$ cat config.mk
export PLATFORM = sky130hd
export DESIGN_NAME = skac_ctrl
export DESIGN_NICKNAME = d
export VERILOG_FILES = /design/src/hdl/skac_pkg.sv /design/src/hdl/skac_ctrl.sv
export SDC_FILE = /design/constraint.sdc
export NUM_CORES = 1
export LEC_CHECK = 0
export BUFFER_PORTS_ARGS = -buffer_cell sky130_fd_sc_hd__buf_4
export CAP_MARGIN = 20
export CORE_MARGIN = 5
export CORE_UTILIZATION = 41
export DETAILED_ROUTE_END_ITERATION = 10
export SYNTH_ARGS = -nofsm -noshare
export SYNTH_HDL_FRONTEND = slang
export SYNTH_SLANG_ARGS = --single-unit
$ cat constraint.sdc
create_clock -name clk_i -period 2.1 [get_ports clk_i]
set_input_delay 0.21 -clock clk_i [delete_from_list [all_inputs] [get_ports clk_i]]
set_output_delay 0.21 -clock clk_i [all_outputs]
set_load 0.01 [all_outputs]
$ cat src/hdl/skac_pkg.sv
package skac_pkg;

  localparam int SAMPLE_BITS      = 24;
  localparam int STREAM_COUNT     = 2;
  localparam int SILENCE_FLOOR_DB = -120;

  localparam int FLOOR_INT = (SILENCE_FLOOR_DB * 256) < -32768 ? -32768
                                                               : (SILENCE_FLOOR_DB * 256);
  localparam logic signed [15:0] FLOOR_Q88 = 16'(FLOOR_INT);
  localparam logic [16:0]        NEG_FLOOR = 17'(-FLOOR_INT);

  localparam logic [18:0]        DB_PER_LOG2_Q16 = 19'd394566;
  localparam logic signed [15:0] LOG2_PER_DB_Q16 = 16'sd10885;
  localparam logic [15:0]        ATT_MAX         = 16'd40000;
  localparam logic [14:0]        RED_MAX         = 15'd32767;

  localparam int SQR_STEPS  = 16;
  localparam int DIV_STEPS  = 27;
  localparam int MANT_STEPS = 16;
  localparam int CNT_W      = 5;

  localparam int CFG_IDX_W  = 3;
  localparam int CFG_DATA_W = 24;
  localparam logic [CFG_IDX_W-1:0] CFG_THRESHOLD = 3'd0;
  localparam logic [CFG_IDX_W-1:0] CFG_SLOPE     = 3'd1;
  localparam logic [CFG_IDX_W-1:0] CFG_KNEE      = 3'd2;
  localparam logic [CFG_IDX_W-1:0] CFG_MAKEUP    = 3'd3;
  localparam logic [CFG_IDX_W-1:0] CFG_ATTACK    = 3'd4;
  localparam logic [CFG_IDX_W-1:0] CFG_RELEASE   = 3'd5;
  localparam logic [CFG_IDX_W-1:0] CFG_BYPASS    = 3'd6;

  typedef enum logic [4:0] {
    OP_NONE, OP_LOAD, OP_SHIFT, OP_SQR, OP_ATT, OP_LVL, OP_FLOOR,
    OP_ENVMUL, OP_ENVUPD, OP_OVER, OP_RZERO, OP_AMUL, OP_ASAT,
    OP_USQ, OP_USLOPE, OP_DIVINIT, OP_DIV, OP_DSAT, OP_GMUL, OP_GEXP,
    OP_MANT, OP_OUTC, OP_BYPASS, OP_FIN
  } op_e;

  typedef struct packed {
    op_e              op;
    logic [CNT_W-1:0] cnt;
  } cmd_t;

  typedef struct packed {
    logic bypass;
    logic peak_zero;
    logic norm_done;
    logic below;
    logic above;
    logic knee_zero;
  } sts_t;

  typedef logic [30:0] mant_tab_t [MANT_STEPS];

  function automatic logic [63:0] isqrt64(logic [63:0] v);
    logic [63:0] r;
    logic [63:0] x;
    logic [63:0] b;
    r = '0;
    x = v;
    for (int i = 0; i < 32; i++) begin
      b = 64'd1 << (62 - 2 * i);
      if (x >= r + b) begin
        x = x - (r + b);
        r = (r >> 1) + b;
      end else begin
        r = r >> 1;
      end
    end
    return r;
  endfunction

  // 2^(2^-(k+1)) in Q1.30 by repeated square roots
  function automatic mant_tab_t build_mant_tab();
    mant_tab_t   t;
    logic [63:0] w;
    w = isqrt64(64'd1 << 61);
    t[0] = w[30:0];
    for (int k = 1; k < MANT_STEPS; k++) begin
      w = isqrt64({w[33:0], 30'd0});
      t[k] = w[30:0];
    end
    return t;
  endfunction

  localparam mant_tab_t MANT_TAB = build_mant_tab();

endpackage

$ cat src/hdl/skac_ctrl.sv
module skac_ctrl (
  input  logic            clk_i,
  input  logic            rst_ni,
  input  logic            in_valid_i,
  output logic            in_ready_o,
  output logic            out_valid_o,
  input  logic            out_ready_i,
  input  skac_pkg::sts_t  sts_i,
  output skac_pkg::cmd_t  cmd_o
);

  localparam logic [4:0] S_IDLE    = 5'd0;
  localparam logic [4:0] S_NORM    = 5'd1;
  localparam logic [4:0] S_SQR     = 5'd2;
  localparam logic [4:0] S_ATT     = 5'd3;
  localparam logic [4:0] S_LVL     = 5'd4;
  localparam logic [4:0] S_ENVMUL  = 5'd5;
  localparam logic [4:0] S_ENVUPD  = 5'd6;
  localparam logic [4:0] S_OVER    = 5'd7;
  localparam logic [4:0] S_RSEL    = 5'd8;
  localparam logic [4:0] S_AMUL    = 5'd9;
  localparam logic [4:0] S_ASAT    = 5'd10;
  localparam logic [4:0] S_USQ     = 5'd11;
  localparam logic [4:0] S_USLOPE  = 5'd12;
  localparam logic [4:0] S_DIVINIT = 5'd13;
  localparam logic [4:0] S_DIV     = 5'd14;
  localparam logic [4:0] S_DSAT    = 5'd15;
  localparam logic [4:0] S_GMUL    = 5'd16;
  localparam logic [4:0] S_GEXP    = 5'd17;
  localparam logic [4:0] S_MANT    = 5'd18;
  localparam logic [4:0] S_OUTC    = 5'd19;
  localparam logic [4:0] S_FIN     = 5'd20;

  localparam int CW = skac_pkg::CNT_W;

  logic [4:0]    state_q, state_d;
  logic [CW-1:0] cnt_q, cnt_d;
  logic          out_valid_q, out_valid_d;

  always_comb begin
    state_d     = state_q;
    cnt_d       = cnt_q;
    out_valid_d = out_valid_q && !out_ready_i;
    cmd_o.op    = skac_pkg::OP_NONE;
    cmd_o.cnt   = cnt_q;
    unique case (state_q)
      S_IDLE: begin
        if (in_valid_i) begin
          cmd_o.op = skac_pkg::OP_LOAD;
          state_d  = S_NORM;
        end
      end
      S_NORM: begin
        if (sts_i.bypass) begin
          cmd_o.op = skac_pkg::OP_BYPASS;
          state_d  = S_FIN;
        end else if (sts_i.peak_zero) begin
          cmd_o.op = skac_pkg::OP_FLOOR;
          state_d  = S_ENVMUL;
        end else if (sts_i.norm_done) begin
          cnt_d   = '0;
          state_d = S_SQR;
        end else begin
          cmd_o.op = skac_pkg::OP_SHIFT;
        end
      end
      S_SQR: begin
        cmd_o.op = skac_pkg::OP_SQR;
        cnt_d    = cnt_q + 1'b1;
        if (cnt_q == CW'(skac_pkg::SQR_STEPS - 1)) state_d = S_ATT;
      end
      S_ATT: begin
        cmd_o.op = skac_pkg::OP_ATT;
        state_d  = S_LVL;
      end
      S_LVL: begin
        cmd_o.op = skac_pkg::OP_LVL;
        state_d  = S_ENVMUL;
      end
      S_ENVMUL: begin
        cmd_o.op = skac_pkg::OP_ENVMUL;
        state_d  = S_ENVUPD;
      end
      S_ENVUPD: begin
        cmd_o.op = skac_pkg::OP_ENVUPD;
        state_d  = S_OVER;
      end
      S_OVER: begin
        cmd_o.op = skac_pkg::OP_OVER;
        state_d  = S_RSEL;
      end
      S_RSEL: begin
        if (sts_i.below || (!sts_i.above && sts_i.knee_zero)) begin
          cmd_o.op = skac_pkg::OP_RZERO;
          state_d  = S_GMUL;
        end else if (sts_i.above) begin
          state_d = S_AMUL;
        end else begin
          state_d = S_USQ;
        end
      end
      S_AMUL: begin
        cmd_o.op = skac_pkg::OP_AMUL;
        state_d  = S_ASAT;
      end
      S_ASAT: begin
        cmd_o.op = skac_pkg::OP_ASAT;
        state_d  = S_GMUL;
      end
      S_USQ: begin
        cmd_o.op = skac_pkg::OP_USQ;
        state_d  = S_USLOPE;
      end
      S_USLOPE: begin
        cmd_o.op = skac_pkg::OP_USLOPE;
        state_d  = S_DIVINIT;
      end
      S_DIVINIT: begin
        cmd_o.op = skac_pkg::OP_DIVINIT;
        cnt_d    = '0;
        state_d  = S_DIV;
      end
      S_DIV: begin
        cmd_o.op = skac_pkg::OP_DIV;
        cnt_d    = cnt_q + 1'b1;
        if (cnt_q == CW'(skac_pkg::DIV_STEPS - 1)) state_d = S_DSAT;
      end
      S_DSAT: begin
        cmd_o.op = skac_pkg::OP_DSAT;
        state_d  = S_GMUL;
      end
      S_GMUL: begin
        cmd_o.op = skac_pkg::OP_GMUL;
        state_d  = S_GEXP;
      end
      S_GEXP: begin
        cmd_o.op = skac_pkg::OP_GEXP;
        cnt_d    = '0;
        state_d  = S_MANT;
      end
      S_MANT: begin
        cmd_o.op = skac_pkg::OP_MANT;
        cnt_d    = cnt_q + 1'b1;
        if (cnt_q == CW'(skac_pkg::MANT_STEPS - 1)) begin
          cnt_d   = '0;
          state_d = S_OUTC;
        end
      end
      S_OUTC: begin
        cmd_o.op = skac_pkg::OP_OUTC;
        cnt_d    = cnt_q + 1'b1;
        if (cnt_q == CW'(1)) state_d = S_FIN;
      end
      S_FIN: begin
        // wait for the output register to free up
        if (!out_valid_q || out_ready_i) begin
          cmd_o.op    = skac_pkg::OP_FIN;
          out_valid_d = 1'b1;
          state_d     = S_IDLE;
        end
      end
      default: state_d = S_IDLE;
    endcase
  end

  always_ff @(posedge clk_i or negedge rst_ni) begin
    if (!rst_ni) begin
      state_q     <= S_IDLE;
      cnt_q       <= '0;
      out_valid_q <= 1'b0;
    end else begin
      state_q     <= state_d;
      cnt_q       <= cnt_d;
      out_valid_q <= out_valid_d;
    end
  end

  assign in_ready_o  = (state_q == S_IDLE);
  assign out_valid_o = out_valid_q;

endmodule

==> results of run 1 <==
[sequential cells by signal (all words and copies together) (netlist names)]
name         flops
out_valid_o      1
cnt_q            5
state_q          5
[logic make-up after synthesis]
kind of cell               Yosys count
buffers and inverters               19
AOI/OAI and AO/OA                   56
muxes                                4
and+or+nand+nor                     60
adders and majority gates            5
DFF                                 11
[metal layers]
metal,share of wire,vias up,track usage
li1,-,660,-
met1,0.47,648,0.245
met5,0,-,0
met4,0.015,0,0.0881
met2,0.49,35,0.292
met3,0.031,6,0.0171
[where the power goes]
group / leakage (nW) / switching [mW] / total [mW] / internal [mW]
clock: 0.0150 / 0.0744 / 0.148 / 0.0737
combinational: 0.550 / 0.998 / 1.93 / 0.934
sequential: 0.140 / 0.136 / 0.427 / 0.292
total: 0.705 / 1.21 / 2.51 / 1.30
[worst reg2reg max path: cells and delay by family (launching register included)]
family | cells | cell delay [ps]
AOI/OAI and AO/OA | 3 | 470
adders and majority gates | 2 | 430
DFF | 1 | 380
muxes | 1 | 320
and+or+nand+nor | 2 | 220
buffers and inverters | 1 | 50
[cell usage after synthesis (all sizes together) (2+ instances only)]
| cell type | instances | share of area |
|---|---|---|
| nor4b | 2 | 0.014 |
| inv | 7 | 0.021 |
| o31ai | 2 | 0.012 |
| a21oi | 11 | 0.043 |
| ha | 5 | 0.049 |
| dfrtp | 11 | 0.22 |
| o21ai | 10 | 0.048 |
| nor2b | 4 | 0.020 |
| nand2b | 5 | 0.025 |
| a22o | 3 | 0.021 |
| nor4 | 3 | 0.015 |
| a31oi | 3 | 0.015 |
| o22ai | 3 | 0.015 |
| a2bb2oi | 2 | 0.014 |
| nor2 | 8 | 0.037 |
| a21o | 2 | 0.012 |
| nor3b | 2 | 0.012 |
| buf | 12 | 0.060 |
| nor3 | 6 | 0.024 |
| mux2 | 2 | 0.024 |
| or2 | 3 | 0.015 |
| mux2i | 2 | 0.016 |
| a32oi | 3 | 0.021 |
| nand2 | 15 | 0.046 |
| nand3 | 6 | 0.024 |
[metrics by stage]
step,cell area (um2),cells,hold WS (ps)
final,1610,222,256
after detailed placement,1500,211,54.2
after global placement,1500,211,51.5
after CTS,1540,216,255
after global routing,1610,222,278
after floorplan,1270,155,-85.6
[how the worst min path moves through the flow]
stage / slack [ps] / depth (start not counted) / start / endpoint
2_1_floorplan: -90 / 0 / rst_ni / cnt_q[0]
3_5_place_dp: 50 / 1 / rst_ni / cnt_q[1]
4_1_cts: 260 / 3 / out_ready_i / out_valid_o
6_report: 260 / 3 / out_ready_i / out_valid_o
3_3_place_gp: 50 / 1 / rst_ni / cnt_q[2]
5_1_grt: 280 / 3 / out_ready_i / out_valid_o
[repair_timing]
| item | CTS | global route |
|---|---|---|
| setup buffers | 0 | 6 |
| hold buffers | 1 | 0 |
| endpoints found under the setup margin | 2 | 3 |
| hold endpoints to repair | 11 | 0 |
| pin swaps | 0 | 1 |
| gates resized for setup | 4 | 6 |
[layout make-up]
cell class | count | area (um2)
Fill cell | 301 | 1400
Multi-Input combinational cell | 125 | 913
Timing Repair Buffer | 42 | 319
Sequential cell | 11 | 280
Tap cell | 33 | 41.3
Clock buffer | 4 | 26.3
Inverter | 7 | 26.3
==> impl.org, run 1 <==
** Outcome
- Status :: completed

** Place
- Weighted congestion at the end of routability-driven global placement :: 0.888
- Post-DP HPWL :: 2.70 mm
- OpenSTA, run right after detailed placement, puts the worst setup slack at 136 ps.
- Number of buffers inserted by port buffering :: 21

** Yosys
- Flip-flop cell with the highest count after synthesis :: sky130_fd_sc_hd__dfrtp_1
- Of the total synthesized cell area, the portion taken by AND, OR, NAND and NOR gates is 0.268.
- Count of different cell masters after synthesis :: 58
- Dividing the synthesized area by the synthesized cell count gives 8.19 um2.
- Multiplexer fraction of the synthesized cell area :: 0.0394
- Netlist Area Pre-Place :: 1270 um2
- Number of synthesis warnings :: 0
- Adder-cell share of the synthesized area :: 0.0493
- Number of storage elements in the synthesis netlist :: 11
- Number of enable-type register cells in the synthesized netlist :: 0
- Post-synthesis cell count :: 155
- The area fraction in compound gates after synthesis came to 0.346.
- After synthesis, the largest family of logic cells by area is compound AO/OA/AOI/OAI gates.
- Synth async-reset ratio :: 1.00
- The share of the Yosys chip area taken by registers is 0.217.
- Of the total synthesized cell area, the portion taken by XOR and XNOR cells is 0.
- Counting every net in the synthesized netlist gives 170.

** Clock tree
- CTS saw 11 sinks.
- Number of CTS-inserted buffers :: 3
- Clock latency at the later pin of the worst-skew pair :: 270 ps
- Clock-pin slew was measured on the worst setup and hold paths at 70 ps.
- Root buf cell :: sky130_fd_sc_hd__clkbuf_4
- The clock passes through at most 2 buffers.
- CTS built an H-tree with a depth of 1.
- TritonCTS clock tree :: yes

** Global route
- Wire length of the first global-routing pass :: 6.21 mm
- Via count of the first global-routing pass :: 1333
- Maximum number of pins on one net before global-route repair :: 23
- In the global route stage, overall resource usage came out at 0.183.
- The number of antenna violations at the first check in global routing was 0.
- Summed over all layers, the global routing overflow is 0.

** Critical path
- Worst EP required :: 1890 ps
- The critical path runs through a total of 6 cells.
- Worst path buffer plus inverter count :: 1
- Maximum fanout along the worst path :: 8
- STA classifies the critical path startpoint as a flip-flop.
- The worst register-to-register path has a setup slack of 120 ps.
- In this run the worst setup path begins at state_q[2].
- For the worst flop-to-flop path, the logic depth is 9.
- Reg-to-reg endpoint :: state_q[0]
- Longest individual stage delay on the worst path :: 470 ps
- By instance count, the cell type seen most on the critical path is sky130_fd_sc_hd__a21oi_2.
- For this design, the slowest cell found on the critical path is sky130_fd_sc_hd__dfrtp_2.
- Data arrival time of the critical path :: 1840 ps
- Path type of the worst setup path :: reg2out
- Cell type group with the largest total delay on the critical path :: compound AO/OA/AOI/OAI gates
- Reg2Reg Launch Point :: cnt_q[0]
- The critical path ends at cmd_o[5].
- CP endpoint kind :: output pin
- The critical path goes through or3_1, a21oi_2, nor3_2, a21oi_2, a21bo_1, buf_4.

** Pwr
- The analysis attributes to cell leakage a power of 0.705 nW.
- For this design the ratio of total power to cell area is 1560 nW/um2.
- Worst-case vdd ir drop :: 647 uV
- Power comes to 2.51 mW.

** Timing
- After routing, the total negative slack on setup checks comes to 0 ps.
- Counting I/O delays and the setup requirement, the final critical path takes 2050 ps.
- Final setup skew :: 1.07 ps
- Highest achievable clock rate :: 487 MHz
- Setup violations remaining at the end of the flow were counted as 0.
- Of the available clock period, the critical path in the final layout requires 0.978.
- The worst pin sits at a relative slew slack of 0.737.
- At the pin with the least slew margin, the transition time is 393 ps.
- Number of pins exceeding their max-slew limit in the final report :: 0
- The number of failing hold endpoints at the final stage was 0.
- Worst Setup Slack, final :: 45.8 ps

** Floorplanning
- In this run the count of I/O pins placed on the die edge is 22.
- Initial core utilization :: 0.423
- Die H :: 65.7 um
- Measured along the x axis, the die boundary spans 65.7 um.
- The die covers 4310 um2.
- Site Rows :: 20
- The region available for standard cell placement spans 3000 um2.

** Job
- Number of violations of the max-capacitance limit :: 0

** Detailed routing
- Final wirelength :: 3.69 mm
- Average via count per standard cell :: 6.08
- In the final routed layout, each cell accounts on average for 16.6 um.
- Initial DRT Pass Iterations :: 4
- In this run, the number of DRC markers left after iteration 0 of detailed routing was 67.
- Number of nets with antenna violations after routing :: 0
- In the routed design, unresolved DRC markers number 0.
- Via count of the routed design :: 1349

** Min path
- The min-delay analysis places its worst path in the category in2reg.

** Final layout
- Most frequent cells in the layout :: 39 x sky130_fd_sc_hd__buf_4, 14 x sky130_fd_sc_hd__nand2_1, 9 x sky130_fd_sc_hd__a21oi_1
- Synthesis-to-layout area growth :: 26.5%
- Number of nets in the layout :: 205
- The library cell used most frequently in the layout, excluding fill and tap cells, is sky130_fd_sc_hd__buf_4.
- Proportion of layout cells with a drive suffix above 1 :: 0.354
- Diode insertion count for antenna repair :: 0
- Finished Core Util :: 0.535
(Power assumes the default switching activity.)
==> run 2, diff against run 1 <==
--- a/config.mk
+++ b/config.mk
@@ -7,9 +7,10 @@
 export LEC_CHECK = 0
 export BUFFER_PORTS_ARGS = -buffer_cell sky130_fd_sc_hd__buf_4
 export CAP_MARGIN = 20
-export CORE_MARGIN = 5
-export CORE_UTILIZATION = 41
+export CORE_MARGIN = 2
+export CORE_UTILIZATION = 45
 export DETAILED_ROUTE_END_ITERATION = 10
+export PLACE_DENSITY = 0.66
 export SYNTH_ARGS = -nofsm -noshare
 export SYNTH_HDL_FRONTEND = slang
 export SYNTH_SLANG_ARGS = --single-unit
==> constraint.sdc (replaced) <==
create_clock -name clk_i -period 2.5 [get_ports clk_i]
set_input_delay 0.25 -clock clk_i [delete_from_list [all_inputs] [get_ports clk_i]]
set_output_delay 0.25 -clock clk_i [all_outputs]
set_load 0.01 [all_outputs]
==> run 2 against run 1 <==
Clock power is 7% lower. Clock skew is 6.6 ps higher. First-iteration DRC count is 10% lower. Critical endpoint unchanged.
==> impl.org, run 2 (synthesis gave the netlist of run 1 again) <==
** Global route
- Via count of the first global-routing pass :: 1094 (was 1333)
- Overflow left after global routing :: 0 (unchanged)
- Maximum number of pins on one net before global-route repair :: 23 (unchanged)
- Wire length of the first global-routing pass :: 5.29 mm (was 6.21 mm)
- The number of antenna violations at the first check in global routing was 0 (unchanged).
- The total routing usage reported by global routing is 0.205 (was 0.183).

** Clock tree
- Clock transition at path regs :: 90 ps (was 70 ps)
- Root buf cell :: sky130_fd_sc_hd__clkbuf_4 (unchanged)
- Clock latency at the later pin of the worst-skew pair :: 290 ps (was 270 ps)
- The number of levels in the clock H-tree was 1 (unchanged).
- Setup Buffers After CTS :: 0 (unchanged)
- Number of CTS-inserted buffers :: 3 (unchanged)
- The CTS tree is yes (unchanged).
- The clock net sink count was 11 (unchanged).
- The maximum number of buffers from clock root to sink is 2 (unchanged).

** Pwr
- The static leakage power was 0.637 nW (was 0.705 nW).
- The total power divided by cell area came to 1270 nW/um2 (was 1560 nW/um2).
- Worst-case vdd ir drop :: 788 uV (was 647 uV)

** Final layout
- Most frequent cells in the layout: 27 x sky130_fd_sc_hd__buf_4, 14 x sky130_fd_sc_hd__nand2_1, 11 x sky130_fd_sc_hd__a21oi_1, 11 x sky130_fd_sc_hd__dfrtp_1, 7 x sky130_fd_sc_hd__o21ai_0 (was 39 x sky130_fd_sc_hd__buf_4, 14 x sky130_fd_sc_hd__nand2_1, 9 x sky130_fd_sc_hd__a21oi_1).
- Proportion of layout cells with a drive suffix above 1 :: 0.251 (was 0.354)
- Number of nets in the layout :: 191 (was 205)
- Finished Core Util :: 0.543 (was 0.535)
- Leading cell type in the layout, fill and taps excluded :: sky130_fd_sc_hd__buf_4 (unchanged)
- The diode insertion count for antenna repair was 0 (unchanged).
- The relative area change from synthesis to final layout was 15.9% (was 26.5%).
- The sequential standard cell area was 275 um2 (was 280 um2).
- Area of the multi-input gates :: 892 um2 (was 913 um2)
- Number of filler instances in the final layout :: 246 (was 301)

** Critical path
- The depth of the critical timing path with buffers and inverters included is 6 (unchanged).
- The required time of the critical path was 2250 ps (was 1890 ps).
- The highest net fanout along the worst path came to 13 (was 8).
- Worst path buffer plus inverter count :: 1 (unchanged)
- Path type of the worst setup path :: reg2out (unchanged)
- The startpoint of the worst-slack reg-to-reg timing path is cnt_q[0] (unchanged).
- The slowest stage cell on the critical path was sky130_fd_sc_hd__dfrtp_1 (was sky130_fd_sc_hd__dfrtp_2).
- The biggest cell delay along the critical path is 540 ps (was 470 ps).
- Reg-to-reg endpoint :: state_q[1] (was state_q[0])
- Cell type group with the largest total delay on the critical path :: simple AND/OR/NAND/NOR gates (was compound AO/OA/AOI/OAI gates)
- Critical-path cell list: or2_1, mux2i_1, nor3_1, a21oi_1, a21bo_1, buf_4 (was or3_1, a21oi_2, nor3_2, a21oi_2, a21bo_1, buf_4).
- The register-to-register setup slack came to 420 ps (was 120 ps).
- Data arrival time of the critical path :: 2050 ps (was 1840 ps)
- The capturing instance or port of the critical path was cmd_o[5] (unchanged).
- CP endpoint kind :: output pin (unchanged)
- Startpoint of the worst setup timing path :: state_q[2] (unchanged)
- FF-to-FF path depth :: 9 (unchanged)
- The kind of launch point of the worst setup path was a flip-flop (unchanged).

** Floorplanning
- The core area was 2710 um2 (was 3000 um2).
- Die boundary width :: 57.1 um (was 65.7 um)
- Die ar. :: 3260 um2 (was 4310 um2)
- The initial cell density of the core was 0.469 (was 0.423).
- Die H :: 57.1 um (was 65.7 um)
- Site Rows :: 19 (was 20)
- The I/O pin count came to 22 (unchanged).

** Outcome
- Status: completed (unchanged).

** Timing
- Unrepaired setup endpoints after global routing :: false
- Static timing analysis puts the maximum clock frequency at 435 MHz.
- Final hold violation count :: 0 (unchanged)
- Subtracting the final worst setup slack from the clock period gives 2300 ps.
- The max-slew violation count is 0 (unchanged).
- Tightest Pin Transition :: 584 ps (was 393 ps)
- Final TNS setup :: 0 ps (unchanged)
- Final setup skew :: 7.69 ps (was 1.07 ps)
- Share of the clock period used by the worst path after layout :: 0.919
- The number of setup violations in the final report came to 0 (unchanged).
- Rel. slew slack :: 0.611 (was 0.737)

** Detailed routing
- The routed wire length on met2 came to 1.44 mm (was 1.80 mm).
- Routed wl met3 :: 210 um (was 114 um)
- The number of iterations in the first detailed-routing pass came to 4 (unchanged).
- The detailed-route wire length per cell came to 15.8 um (was 16.6 um).
- Number of nets with antenna violations after routing :: 0 (unchanged)
- The detailed-route wire length on metal 1 came to 1.56 mm (was 1.71 mm).
- DR top layer :: met4 (unchanged)
- Via count of the routed design :: 1280 (was 1349)
- Violation count after the first detailed-routing iteration :: 60 (was 67)
- The count of unresolved DRC violations after routing was 0 (unchanged).
- The post-detailed-route via-to-cell ratio was 6.21 (was 6.08).
- Final wirelength :: 3.25 mm (was 3.69 mm)

** Min path
- The worst hold path class was in2reg (unchanged).
- The worst hold path stage count was 3 (unchanged).

** Place
- The count of input and output buffers was 21 (unchanged).
- Weighted congestion at the end of routability-driven global placement :: 0.912 (was 0.888)
- Post-DP HPWL :: 2.33 mm (was 2.70 mm)

** Job
- Number of violations of the max-capacitance limit :: 0 (unchanged)
[run 2: cell count changes in the layout (fill, tap and decap cells not counted), sizes merged]
cell and change:
buf -14
[run 2: routing by layer]
layer,global-route usage,up-vias
met5,0,-
met3,0.0544,4
met4,0.0299,0
met2,0.307,44
met1,0.304,607
li1,-,625
[run 2: what timing repair did]
| item | 4_1_cts | 5_1_grt |
|---|---|---|
| hold endpoints to repair | 11 | 0 |
| setup endpoints to repair | 0 | 0 |
| hold buffers | 1 | 0 |
| resized for setup | 0 | 0 |
[run 2: layout make-up]
type | instances | share of cell area
inverters | 7 | 0.0179
repair buffers | 28 | 0.145
clock buffers | 4 | 0.0179
multi-input cells | 125 | 0.606
well taps | 31 | 0.0264
flip-flops and latches | 11 | 0.187
[run 2: where the power goes]
part           switching [mW]  total (mW)  internal, mW
Combinational           0.739        1.36         0.625
Clock                  0.0748       0.137        0.0621
Sequential              0.136       0.374         0.238
[run 2: worst min-delay path by stage]
stage,to,start
after detailed placement,out_valid_o,rst_ni
after CTS,out_valid_o,out_ready_i
after global routing,out_valid_o,out_ready_i
final,out_valid_o,out_ready_i
after floorplan,cnt_q[0],rst_ni
after global placement,out_valid_o,rst_ni
[run 2: worst reg2reg max path, cell delays in order (launching register included)]
cell and delay, ps:
sky130_fd_sc_hd__dfrtp_1 460, sky130_fd_sc_hd__ha_1 260, sky130_fd_sc_hd__nand3_1 110, sky130_fd_sc_hd__inv_1 50, sky130_fd_sc_hd__ha_1 200, sky130_fd_sc_hd__nor2b_1 110, sky130_fd_sc_hd__o21ai_0 110, sky130_fd_sc_hd__o311a_4 150
sky130_fd_sc_hd__o21ai_4 180, sky130_fd_sc_hd__mux2_4 320
[run 2: metrics by stage]
step	hold WS (ps)	setup slack, ps	instance area [um2]	instances	total power, mW
global placement	96.6	476	1440	201	1.71
floorplan	-45.6	566	1270	155	1.38
global route	279	41.2	1470	206	2.02
detailed placement	100	430	1440	201	1.72
finish	269	202	1470	206	1.88
CTS	275	237	1470	206	1.86
